==> src/rtl/file_name_hash_defines.svh <==
// ----------------------------------------------------------------------------
// file_name_hash_defines
// Assertion macros shared by the file name hash block.
// ----------------------------------------------------------------------------
`ifndef FILE_NAME_HASH_DEFINES_SVH
`define FILE_NAME_HASH_DEFINES_SVH

// same-cycle implication, checked out of reset
`define FNH_ASSERT_NOW(label, ante, cons) \
    label: assert property (@(posedge i_clk) disable iff (!i_rst_n) (ante) |-> (cons)) \
        else $error("file_name_hash: same-cycle check failed");

// next-cycle implication, checked out of reset
`define FNH_ASSERT_NEXT(label, ante, cons) \
    label: assert property (@(posedge i_clk) disable iff (!i_rst_n) (ante) |=> (cons)) \
        else $error("file_name_hash: next-cycle check failed");

`endif

==> src/rtl/fnh_pkg.sv <==
// ----------------------------------------------------------------------------
// fnh_pkg
// Types, constants and helper functions of the file name hash block.
// ----------------------------------------------------------------------------
package fnh_pkg;

    localparam int JOB_CNT_W  = 11;
    localparam int EXT_CODE_W = 3;
    localparam int EXT_COUNT  = 7;
    localparam int SUM_W      = 17;
    localparam int XOR_W      = 29;

    localparam logic [7:0] CHAR_DOT     = 8'h2E;
    localparam logic [7:0] CHAR_BSLASH  = 8'h5C;
    localparam logic [7:0] CHAR_UPPER_A = 8'h41;
    localparam logic [7:0] CHAR_UPPER_Z = 8'h5A;
    localparam logic [7:0] CHAR_LOWER_A = 8'h61;
    localparam logic [7:0] CHAR_LOWER_Z = 8'h7A;
    localparam logic [7:0] LOWER_BIT    = 8'h20;
    localparam logic [7:0] CASE_MASK    = 8'hDF;
    localparam logic [7:0] HASH_BIAS    = 8'h1A;

    localparam logic [23:0] EXT_TABLE [EXT_COUNT] = '{
        24'h64726D,
        24'h63726D,
        24'h74696D,
        24'h736D70,
        24'h736E64,
        24'h736D66,
        24'h736E66
    };

    typedef struct packed {
        logic [7:0] char_code;
        logic       last_char;
    } t_in;

    typedef struct packed {
        logic [31:0] name_hash;
        logic        name_too_long;
    } t_out;

    typedef struct packed {
        logic                  hit;
        logic [EXT_CODE_W-1:0] code;
    } t_ext_hit;

    typedef struct packed {
        logic [JOB_CNT_W-1:0]  end_cnt;
        logic [EXT_CODE_W-1:0] code;
        logic                  no_dot;
        logic                  too_long;
    } t_job;

    function automatic logic [7:0] to_lower(input logic [7:0] c);
        logic [7:0] r;
        r = c;
        if (c inside {[CHAR_UPPER_A:CHAR_UPPER_Z]}) begin
            r = c | LOWER_BIT;
        end
        return r;
    endfunction

    function automatic t_ext_hit ext_lookup(input logic [23:0] ext);
        t_ext_hit r;
        r = '0;
        for (int i = 0; i < EXT_COUNT; i++) begin
            if (!r.hit && ext == EXT_TABLE[i]) begin
                r.hit  = 1'b1;
                r.code = EXT_CODE_W'(i);
            end
        end
        return r;
    endfunction

    function automatic logic [7:0] hash_value(input logic [7:0] c);
        logic [7:0] f;
        f = c;
        if (c inside {[CHAR_LOWER_A:CHAR_LOWER_Z]}) begin
            f = c & CASE_MASK;
        end
        return f - HASH_BIAS;
    endfunction

endpackage

==> src/rtl/fnh_ram.sv <==
// ----------------------------------------------------------------------------
// fnh_ram
// Generic single-write, single-read RAM with registered read data.
// ----------------------------------------------------------------------------
module fnh_ram #(
    parameter int WIDTH = 8,
    parameter int DEPTH = 128
) (
    input  logic                     i_clk,
    input  logic                     i_we,
    input  logic [$clog2(DEPTH)-1:0] i_waddr,
    input  logic [WIDTH-1:0]         i_wdata,
    input  logic                     i_re,
    input  logic [$clog2(DEPTH)-1:0] i_raddr,
    output logic [WIDTH-1:0]         o_rdata
);

    logic [WIDTH-1:0] r_mem [DEPTH];

    always_ff @(posedge i_clk) begin
        if (i_we) begin
            r_mem[i_waddr] <= i_wdata;
        end
        if (i_re) begin
            o_rdata <= r_mem[i_raddr];
        end
    end

endmodule

==> src/rtl/fnh_front.sv <==
// ----------------------------------------------------------------------------
// fnh_front
// Stores each accepted character that fits, tracks the first dot and
// classifies the extension at the last character into a hash job.
// ----------------------------------------------------------------------------
module fnh_front #(
    parameter int MAX_LEN = 128
) (
    input  logic                       i_clk,
    input  logic                       i_rst_n,
    input  logic                       i_accept,
    input  fnh_pkg::t_in               i_in,
    output logic                       o_we,
    output logic [$clog2(MAX_LEN)-1:0] o_waddr,
    output logic [7:0]                 o_wdata,
    output logic                       o_push,
    output fnh_pkg::t_job              o_job
);

    localparam int AW = $clog2(MAX_LEN);
    localparam int CW = $clog2(MAX_LEN + 1);

    logic [CW-1:0]     r_cnt, n_cnt;
    logic [AW-1:0]     r_dot_idx, n_dot_idx;
    logic              r_dot_seen, n_dot_seen;
    logic              r_ovf, n_ovf;
    logic [7:0]        r_c1, r_c0;

    logic              room;
    logic              first_dot;
    logic [CW-1:0]     cnt_i;
    logic [AW-1:0]     dot_idx_i;
    logic              dot_seen_i;
    logic              ext_len_ok;
    logic [CW-1:0]     tail_len;
    fnh_pkg::t_ext_hit ext;
    logic              ext_hit;

    always_comb begin
        room       = r_cnt < CW'(MAX_LEN);
        first_dot  = room && (i_in.char_code == fnh_pkg::CHAR_DOT) && !r_dot_seen;
        cnt_i      = room ? r_cnt + CW'(1) : r_cnt;
        dot_seen_i = r_dot_seen || first_dot;
        dot_idx_i  = first_dot ? r_cnt[AW-1:0] : r_dot_idx;
        tail_len   = cnt_i - CW'(dot_idx_i);
        ext_len_ok = dot_seen_i && (tail_len == CW'(4));
        ext        = fnh_pkg::ext_lookup({fnh_pkg::to_lower(r_c1),
                                          fnh_pkg::to_lower(r_c0),
                                          fnh_pkg::to_lower(i_in.char_code)});
        ext_hit    = ext_len_ok && ext.hit;

        o_we    = i_accept && room;
        o_waddr = r_cnt[AW-1:0];
        o_wdata = i_in.char_code;
        o_push  = i_accept && i_in.last_char;

        o_job.end_cnt  = ext_hit ? fnh_pkg::JOB_CNT_W'(cnt_i - CW'(4))
                                 : fnh_pkg::JOB_CNT_W'(cnt_i);
        o_job.code     = ext_hit ? ext.code : '0;
        o_job.no_dot   = !dot_seen_i;
        o_job.too_long = r_ovf || !room;

        n_cnt      = r_cnt;
        n_dot_idx  = r_dot_idx;
        n_dot_seen = r_dot_seen;
        n_ovf      = r_ovf;
        if (i_accept) begin
            if (i_in.last_char) begin
                n_cnt      = '0;
                n_dot_idx  = '0;
                n_dot_seen = 1'b0;
                n_ovf      = 1'b0;
            end else begin
                n_cnt      = cnt_i;
                n_dot_idx  = dot_idx_i;
                n_dot_seen = dot_seen_i;
                n_ovf      = r_ovf || !room;
            end
        end
    end

    always_ff @(posedge i_clk) begin
        if (!i_rst_n) begin
            r_cnt      <= '0;
            r_dot_idx  <= '0;
            r_dot_seen <= 1'b0;
            r_ovf      <= 1'b0;
        end else begin
            r_cnt      <= n_cnt;
            r_dot_idx  <= n_dot_idx;
            r_dot_seen <= n_dot_seen;
            r_ovf      <= n_ovf;
        end
    end

    always_ff @(posedge i_clk) begin
        if (i_accept) begin
            r_c1 <= r_c0;
            r_c0 <= i_in.char_code;
        end
    end

endmodule

==> src/rtl/fnh_queue.sv <==
// ----------------------------------------------------------------------------
// fnh_queue
// Two-entry job queue between the front and the back.
// ----------------------------------------------------------------------------
module fnh_queue (
    input  logic          i_clk,
    input  logic          i_rst_n,
    input  logic          i_push,
    input  fnh_pkg::t_job i_job,
    input  logic          i_pop,
    output logic          o_empty,
    output logic          o_full,
    output fnh_pkg::t_job o_job
);

    fnh_pkg::t_job r_q [2];
    logic          r_wp, n_wp;
    logic          r_rp, n_rp;
    logic [1:0]    r_n, n_n;
    logic          do_push, do_pop;

    always_comb begin
        o_empty = (r_n == 2'd0);
        o_full  = (r_n == 2'd2);
        o_job   = r_q[r_rp];
        do_push = i_push && !o_full;
        do_pop  = i_pop && !o_empty;
        n_wp    = do_push ? ~r_wp : r_wp;
        n_rp    = do_pop ? ~r_rp : r_rp;
        n_n     = r_n + 2'(do_push) - 2'(do_pop);
    end

    always_ff @(posedge i_clk) begin
        if (!i_rst_n) begin
            r_wp <= 1'b0;
            r_rp <= 1'b0;
            r_n  <= 2'd0;
        end else begin
            r_wp <= n_wp;
            r_rp <= n_rp;
            r_n  <= n_n;
        end
    end

    always_ff @(posedge i_clk) begin
        if (do_push) begin
            r_q[r_wp] <= i_job;
        end
    end

endmodule

==> src/rtl/fnh_back.sv <==
// ----------------------------------------------------------------------------
// fnh_back
// Walks the stored name from the end, one character per cycle, and packs
// the sum, count, xor and extension code into the hash word.
// ----------------------------------------------------------------------------
module fnh_back #(
    parameter int MAX_LEN = 128
) (
    input  logic                       i_clk,
    input  logic                       i_rst_n,
    input  logic                       i_job_valid,
    input  fnh_pkg::t_job              i_job,
    output logic                       o_pop,
    output logic                       o_busy,
    output logic                       o_re,
    output logic [$clog2(MAX_LEN)-1:0] o_raddr,
    input  logic [7:0]                 i_rdata,
    output logic                       o_done,
    output fnh_pkg::t_out              o_out
);

    localparam int AW = $clog2(MAX_LEN);
    localparam int CW = $clog2(MAX_LEN + 1);
    localparam int PW = 8 + CW;

    localparam logic ST_IDLE = 1'b0;
    localparam logic ST_RUN  = 1'b1;

    logic                           r_state, n_state;
    logic [CW-1:0]                  r_idx, n_idx;
    logic                           r_rd_v;
    logic [fnh_pkg::EXT_CODE_W-1:0] r_code;
    logic                           r_zero;
    logic                           r_long;
    logic [CW-1:0]                  r_cnt;
    logic [fnh_pkg::SUM_W-1:0]      r_sum;
    logic [fnh_pkg::XOR_W-1:0]      r_xor;
    logic                           r_done;
    fnh_pkg::t_out                  r_out;

    logic [CW-1:0]                  idx_m1;
    logic [7:0]                     val;
    logic [PW-1:0]                  prod;
    logic                           finish;
    logic [31:0]                    hash;

    always_comb begin
        o_pop   = (r_state == ST_IDLE) && i_job_valid;
        o_busy  = (r_state == ST_RUN);
        idx_m1  = r_idx - CW'(1);
        o_re    = (r_state == ST_RUN) && (r_idx != '0);
        o_raddr = idx_m1[AW-1:0];
        val     = fnh_pkg::hash_value(i_rdata);
        prod    = PW'(val) * PW'(r_cnt);
        finish  = (r_state == ST_RUN) && (r_idx == '0) && !r_rd_v;
        hash    = (32'(r_cnt) << 27) | (32'(r_sum) << 15) | (32'(r_xor) << 3)
                | 32'(r_code);

        n_state = r_state;
        n_idx   = r_idx;
        case (r_state)
            ST_IDLE: begin
                if (i_job_valid) begin
                    n_state = ST_RUN;
                    n_idx   = (i_job.no_dot || i_job.too_long) ? '0 : CW'(i_job.end_cnt);
                end
            end
            ST_RUN: begin
                if (o_re) begin
                    n_idx = idx_m1;
                end
                if (finish) begin
                    n_state = ST_IDLE;
                end
            end
            default: begin
                n_state = ST_IDLE;
            end
        endcase
    end

    always_ff @(posedge i_clk) begin
        if (!i_rst_n) begin
            r_state <= ST_IDLE;
            r_rd_v  <= 1'b0;
            r_done  <= 1'b0;
        end else begin
            r_state <= n_state;
            r_rd_v  <= o_re;
            r_done  <= finish;
        end
    end

    always_ff @(posedge i_clk) begin
        r_idx <= n_idx;
        if (o_pop) begin
            r_code <= i_job.code;
            r_zero <= i_job.no_dot;
            r_long <= i_job.too_long;
            r_cnt  <= '0;
            r_sum  <= '0;
            r_xor  <= '0;
        end else if (r_rd_v && i_rdata != fnh_pkg::CHAR_BSLASH) begin
            r_sum <= r_sum + fnh_pkg::SUM_W'(val);
            r_xor <= r_xor ^ fnh_pkg::XOR_W'(prod);
            r_cnt <= r_cnt + CW'(1);
        end
        if (finish) begin
            r_out.name_hash     <= (r_zero || r_long) ? 32'd0 : hash;
            r_out.name_too_long <= r_long;
        end
    end

    assign o_done = r_done;
    assign o_out  = r_out;

endmodule

==> src/rtl/file_name_hash.sv <==
// ----------------------------------------------------------------------------
// file_name_hash
// Hashes a file name delivered one character per word into a 32-bit value.
// ----------------------------------------------------------------------------
// The result strobe follows the walk of the stored name from the end: K
// characters are walked (N, or N - 4 on a known extension), none when
// nothing is to be walked (no dot, too long, empty stem).
// One name at a time: a new name is accepted only once the walk is done.
// Busy holds from the last character until the strobe.
// Reset (i_rst_n low, synchronous) drops any partial name and pending job.
`include "file_name_hash_defines.svh"

module file_name_hash #(
    parameter int MAX_NAME_LEN = 128
) (
    input  logic           i_clk,
    input  logic           i_rst_n,
    input  logic           i_start,
    output logic           o_busy,
    input  fnh_pkg::t_in   i_in,
    output logic           o_done,
    output fnh_pkg::t_out  o_out
);

    localparam int AW = $clog2(MAX_NAME_LEN);

    logic          accept;
    logic          we;
    logic [AW-1:0] waddr;
    logic [7:0]    wdata;
    logic          re;
    logic [AW-1:0] raddr;
    logic [7:0]    rdata;
    logic          push;
    logic          pop;
    logic          q_empty;
    logic          q_full;
    logic          back_busy;
    fnh_pkg::t_job job_in;
    fnh_pkg::t_job job_out;

    assign accept = i_start && !o_busy;
    assign o_busy = !q_empty || back_busy;

    fnh_front #(
        .MAX_LEN (MAX_NAME_LEN)
    ) u_front (
        .i_clk    (i_clk),
        .i_rst_n  (i_rst_n),
        .i_accept (accept),
        .i_in     (i_in),
        .o_we     (we),
        .o_waddr  (waddr),
        .o_wdata  (wdata),
        .o_push   (push),
        .o_job    (job_in)
    );

    fnh_ram #(
        .WIDTH (8),
        .DEPTH (MAX_NAME_LEN)
    ) u_store (
        .i_clk   (i_clk),
        .i_we    (we),
        .i_waddr (waddr),
        .i_wdata (wdata),
        .i_re    (re),
        .i_raddr (raddr),
        .o_rdata (rdata)
    );

    fnh_queue u_queue (
        .i_clk   (i_clk),
        .i_rst_n (i_rst_n),
        .i_push  (push),
        .i_job   (job_in),
        .i_pop   (pop),
        .o_empty (q_empty),
        .o_full  (q_full),
        .o_job   (job_out)
    );

    fnh_back #(
        .MAX_LEN (MAX_NAME_LEN)
    ) u_back (
        .i_clk       (i_clk),
        .i_rst_n     (i_rst_n),
        .i_job_valid (!q_empty),
        .i_job       (job_out),
        .o_pop       (pop),
        .o_busy      (back_busy),
        .o_re        (re),
        .o_raddr     (raddr),
        .i_rdata     (rdata),
        .o_done      (o_done),
        .o_out       (o_out)
    );

    `FNH_ASSERT_NEXT(a_last_sets_busy, accept && i_in.last_char, o_busy)
    `FNH_ASSERT_NOW(a_no_write_during_walk, we, !back_busy)
    `FNH_ASSERT_NOW(a_too_long_zero, o_done && o_out.name_too_long, o_out.name_hash == 32'd0)
    `FNH_ASSERT_NOW(a_queue_not_full, push, !q_full)

endmodule
==> config.mk <==
export PLATFORM = sky130hd
export DESIGN_NAME = file_name_hash
export DESIGN_NICKNAME = d
export VERILOG_FILES = /design/src/rtl/fnh_pkg.sv /design/src/rtl/fnh_ram.sv /design/src/rtl/fnh_front.sv /design/src/rtl/fnh_queue.sv /design/src/rtl/fnh_back.sv /design/src/rtl/file_name_hash.sv
export VERILOG_INCLUDE_DIRS = /design/src /design/src/rtl
export SDC_FILE = /design/constraint.sdc
export NUM_CORES = 1
export LEC_CHECK = 0
export BUFFER_PORTS_ARGS = -buffer_cell sky130_fd_sc_hd__clkbuf_2
export CAP_MARGIN = 30
export CORE_UTILIZATION = 35
export DETAILED_ROUTE_END_ITERATION = 8
export PLACE_DENSITY = 0.49
export SYNTH_ARGS = -nofsm -noshare
export SYNTH_HDL_FRONTEND = slang
export SYNTH_SLANG_ARGS = --single-unit
==> constraint.sdc <==
create_clock -name i_clk -period 6.11 [get_ports i_clk]
set_input_delay 1.222 -clock i_clk [delete_from_list [all_inputs] [get_ports i_clk]]
set_output_delay 1.222 -clock i_clk [all_outputs]
set_load 0.02 [all_outputs]
==> results.py <==
metrics = {
    "global_route": {
        "grt_pass1_vias": 26100,
        "antenna_found_initial": 4,
        "grt_max_degree": 84,
        "grt_usage_pct": 17.5,
        "grt_first_pass_wirelength_um": 180000,
        "overflow": 0,
    },
    "worst_setup_path": {
        "cp-start-kind": "flop",
        "crit_path_top_delay_cell": "edfxtp_1",
        "path_depth": 22,
        "cpPeakStageDelay_ns": 0.57,
        "path_class": "flop to flop",
        "crit_top_cell": "inv_1",
        "cp_max_fo": 12,
        "r2r_cells": 22,
        "r2r-end": "u_back.r_xor[14]$_SDFFE_PP0P_",
        "crit_chain": "inv_1, ha_1, nor2_1, nor3_1, xor2_1, and2_1, fa_1, inv_1, fa_1, inv_1, fa_1, inv_1, fa_1, inv_1, ha_1, o21a_1, o31a_1, nand3_1, a21oi_1, xor2_1, a21oi_1, a31o_2",
        "arrival_ns": 6.27,
        "end_kind": "flop",
        "cp.required_ns": 6.75,
        "reg2reg_from": "u_store.o_rdata[1]$_DFFE_PP_",
        "cp_num_buf_inv": 5,
        "cpLargestDelayFamily": "adder cells",
        "r2r_slack_ns": 0.48,
    },
    "yosys": {
        "synth_largest_area_cell": "edfxtp_1",
        "synth_area_leaders": "edfxtp_1, mux4_2, mux2i_1",
        "synth_nets": 2812,
        "synth_edf_count": 1120,
        "synth_top_area_share_pct": 68.3,
        "synth_area_per_cell_um2": 18.2,
        "synthArstFlopShare_pct": 0,
        "synth-main-ff-cell": "edfxtp_1",
        "synth_warnings": 0,
        "synth_seq_area_share_pct": 71.0,
        "synth.distinct_cells": 73,
        "syn_inst": 2705,
        "synth_area_um2": 49200,
        "ys_ff_latch": 1186,
    },
    "flow_run": {
        "drv_cap": 0,
    },
    "floorplanning": {
        "die_w_um": 377,
        "rows": 137,
        "core_area_um2": 140000,
        "initial_core_util_pct": 35.3,
        "die_h_um": 377,
        "ioPinCount": 47,
        "fp.dieArea_um2": 142000,
    },
    "worst_hold_path": {
        "hold_class": "flop to flop",
        "holdPathStages": 0,
        "hold_start": "u_front.r_c0[7]$_DFFE_PP_",
        "hold_end": "u_front.r_c1[7]$_DFFE_PP_",
    },
    "detailed_routing": {
        "routed_wl_um": 123000,
        "ant_nets": 0,
        "drc": 0,
        "drt-pass1-iter-count": 7,
        "via_per_inst": 5.23,
        "vias": 25000,
        "wire_per_inst_um": 25.6,
        "drt_iter0_drc": 2052,
    },
    "clock_network": {
        "cts.sinks": 1186,
        "path_clk_slew_ns": 0.05,
        "cts_tree": "built",
        "clockBufferDepth": 3,
        "htreeDepth": 4,
        "numCtsBuffers": 130,
        "insertion_delay_ns": 0.77,
        "hold_buffers": 0,
        "cts-root-buf": "clkbuf_16",
    },
    "sta": {
        "tightest_slew_ns": 1.14,
        "fmax_ghz": 0.178,
        "fin_skew_ns": 0.0341,
        "timing_hold_violations_final": 0,
        "period_minus_slack_ns": 5.63,
        "maxSlewViolCount": 0,
        "slew_headroom_pct": 23.7,
        "finalCritPeriodShare_pct": 92.2,
        "setup_violations": 0,
        "grt_setup_unrepaired": "false",
        "setup_tns_ns": 0,
    },
    "status": {
        "run_status": "finished clean",
    },
    "pwr": {
        "irDropWorstVdd_v": 0.000713,
        "p_leak_nw": 18.2,
        "powerDensity_nw_per_um2": 478,
    },
    "placement": {
        "io_buffers": 46,
        "hpwl_um": 75700,
        "gp_congestion": 0.796,
        "place_inst": 4550,
    },
    "final_layout": {
        "fin_nets": 2916,
        "drive_gt1_share_pct": 19.6,
        "final_cells": 4789,
        "area_growth_pct": 13.8,
    },
}
==> registers in the layout (all words and copies together), names as in the netlist, 7 cells and up, named ones only <==
name / flops
u_back.r_cnt: 8
u_front.r_dot_idx: 7
u_front.r_cnt: 8
u_queue.r_q: 26
u_store.r_mem: 1024
u_back.r_sum: 17
u_back.o_out: 33
u_front.r_c1: 8
u_back.r_xor: 16
u_front.r_c0: 8
u_store.o_rdata: 8
u_back.r_idx: 8
==> cell families (layout without fill, tap and decap cells) <==
logic type	Yosys count	in the layout	synth area share, %
DFF	1186	1186	71.0
AOI/OAI and AO/OA	189	189	2.93
other	0	2	0
muxes	404	404	14.7
buffers and inverters	210	416	1.76
adders and majority gates	95	95	2.98
xor gates and xnor gates	67	67	1.21
and+or+nand+nor	554	554	5.41
==> per-stage QoR <==
stage	util (%)	hold slack, ns	total power [mW]	setup slack [ns]	cell area (um^2)
global placement	37.1	0.429	19.3	0.499	51800
CTS	40.1	0.451	27.0	0.306	56000
floorplan	-	0.417	15.8	0.877	49200
global route	40.2	0.464	27.9	0.0238	56100
detailed placement	37.2	0.435	19.4	0.269	51900
finish	40.2	0.450	26.8	0.477	56100
==> cells in the final DEF (no fill, tap or decap), types with 16 or more instances in the layout <==
cell type | synthesis | layout
o21a_1 | 16 | 16
clkbuf_2 | 0 | 38
a221oi_1 | 32 | 32
clkbuf_1 | 77 | 33
xnor2_1 | 31 | 30
fa_1 | 37 | 37
dfxtp_1 | 66 | 66
nor2_1 | 202 | 200
o21ai_0 | 19 | 19
inv_1 | 77 | 77
and2_1 | 60 | 60
a32o_1 | 32 | 32
nor3_1 | 16 | 16
ha_1 | 58 | 57
mux2i_1 | 141 | 141
nor2b_1 | 46 | 44
buf_4 | 8 | 53
nand2_1 | 138 | 131
nand3_1 | 18 | 18
clkbuf_16 | 0 | 136
a21oi_1 | 25 | 25
xor2_1 | 35 | 32
mux4_2 | 256 | 256
clkinv_1 | 1 | 29
edfxtp_1 | 1120 | 1120
==> synth_stat cells (8+ instances only) <==
library cell / instances
o21a_1: 16
ha_1: 58
clkbuf_1: 77
nand2b_1: 13
o22ai_1: 8
xor2_1: 35
nor2_1: 202
nor3_1: 16
nand3_1: 18
a221oi_1: 32
o21ai_0: 19
mux2i_1: 141
buf_2: 39
buf_1: 8
dfxtp_1: 66
nand4_1: 12
xnor2_1: 31
a32o_1: 32
a21oi_1: 25
and2_1: 60
nor2b_1: 46
edfxtp_1: 1120
inv_1: 77
a22oi_1: 11
mux4_2: 256
buf_4: 8
fa_1: 37
nand2_1: 138
==> metal layers <==
layer	up-vias	share of wire [%]	wire length (um)	GRT usage, %
met5	-	0.095	117	0.617
met2	729	47	57900	27.5
met4	2	2.4	2960	5.59
met1	13200	44	53700	23.7
li1	10900	-	-	-
met3	176	6.4	7910	4.33
==> final cells by class <==
cell class	instances	area, um^2
antenna	2	5.00
clock buffer	172	3570
clock inverter	62	538
fill	12600	83500
inverter	78	293
multi-input combinational	1309	13500
sequential	1186	35000
tap	1876	2350
timing repair buffer	104	848
==> worst max path at each step <==
stage	from	endpoint	slack (ns)
4_1_cts	u_store.o_rdata[1]$_DFFE_PP_	u_back.r_xor[15]$_SDFFE_PP0P_	0.31
3_3_place_gp	u_store.o_rdata[1]$_DFFE_PP_	u_back.r_xor[15]$_SDFFE_PP0P_	0.50
2_1_floorplan	u_store.o_rdata[0]$_DFFE_PP_	u_back.r_xor[15]$_SDFFE_PP0P_	0.88
6_report	u_store.o_rdata[1]$_DFFE_PP_	u_back.r_xor[14]$_SDFFE_PP0P_	0.48
3_5_place_dp	u_store.o_rdata[1]$_DFFE_PP_	u_back.r_xor[15]$_SDFFE_PP0P_	0.27
5_1_grt	u_store.o_rdata[1]$_DFFE_PP_	u_back.r_xor[15]$_SDFFE_PP0P_	0.02
==> worst register-to-register path, stage by stage, from the launching register on <==
cell and delay, ns:
edfxtp_1 0.57, inv_1 0.20, ha_1 0.27, nor2_1 0.24
nor3_1 0.09, xor2_1 0.26, and2_1 0.27, fa_1 0.53
inv_1 0.05, fa_1 0.52, inv_1 0.05, fa_1 0.47
inv_1 0.05, fa_1 0.47, inv_1 0.04, ha_1 0.31
o21a_1 0.15, o31a_1 0.18, nand3_1 0.10, a21oi_1 0.17
xor2_1 0.22, a21oi_1 0.10, a31o_2 0.22
==> where the power goes <==
part	switching (mW)	internal, mW	leakage, nW	total, mW
logic	5.92	3.85	5.57	9.77
clock network	3.18	4.41	2.00	7.60
registers	0.230	9.19	10.6	9.42
total	9.33	17.4	18.2	26.8
==> what timing repair did <==
action,CTS,global route
gates resized for setup,0,1
setup endpoints to repair,0,3
setup buffers,0,0
No activity file was read; power rests on OpenSTA's default activity.
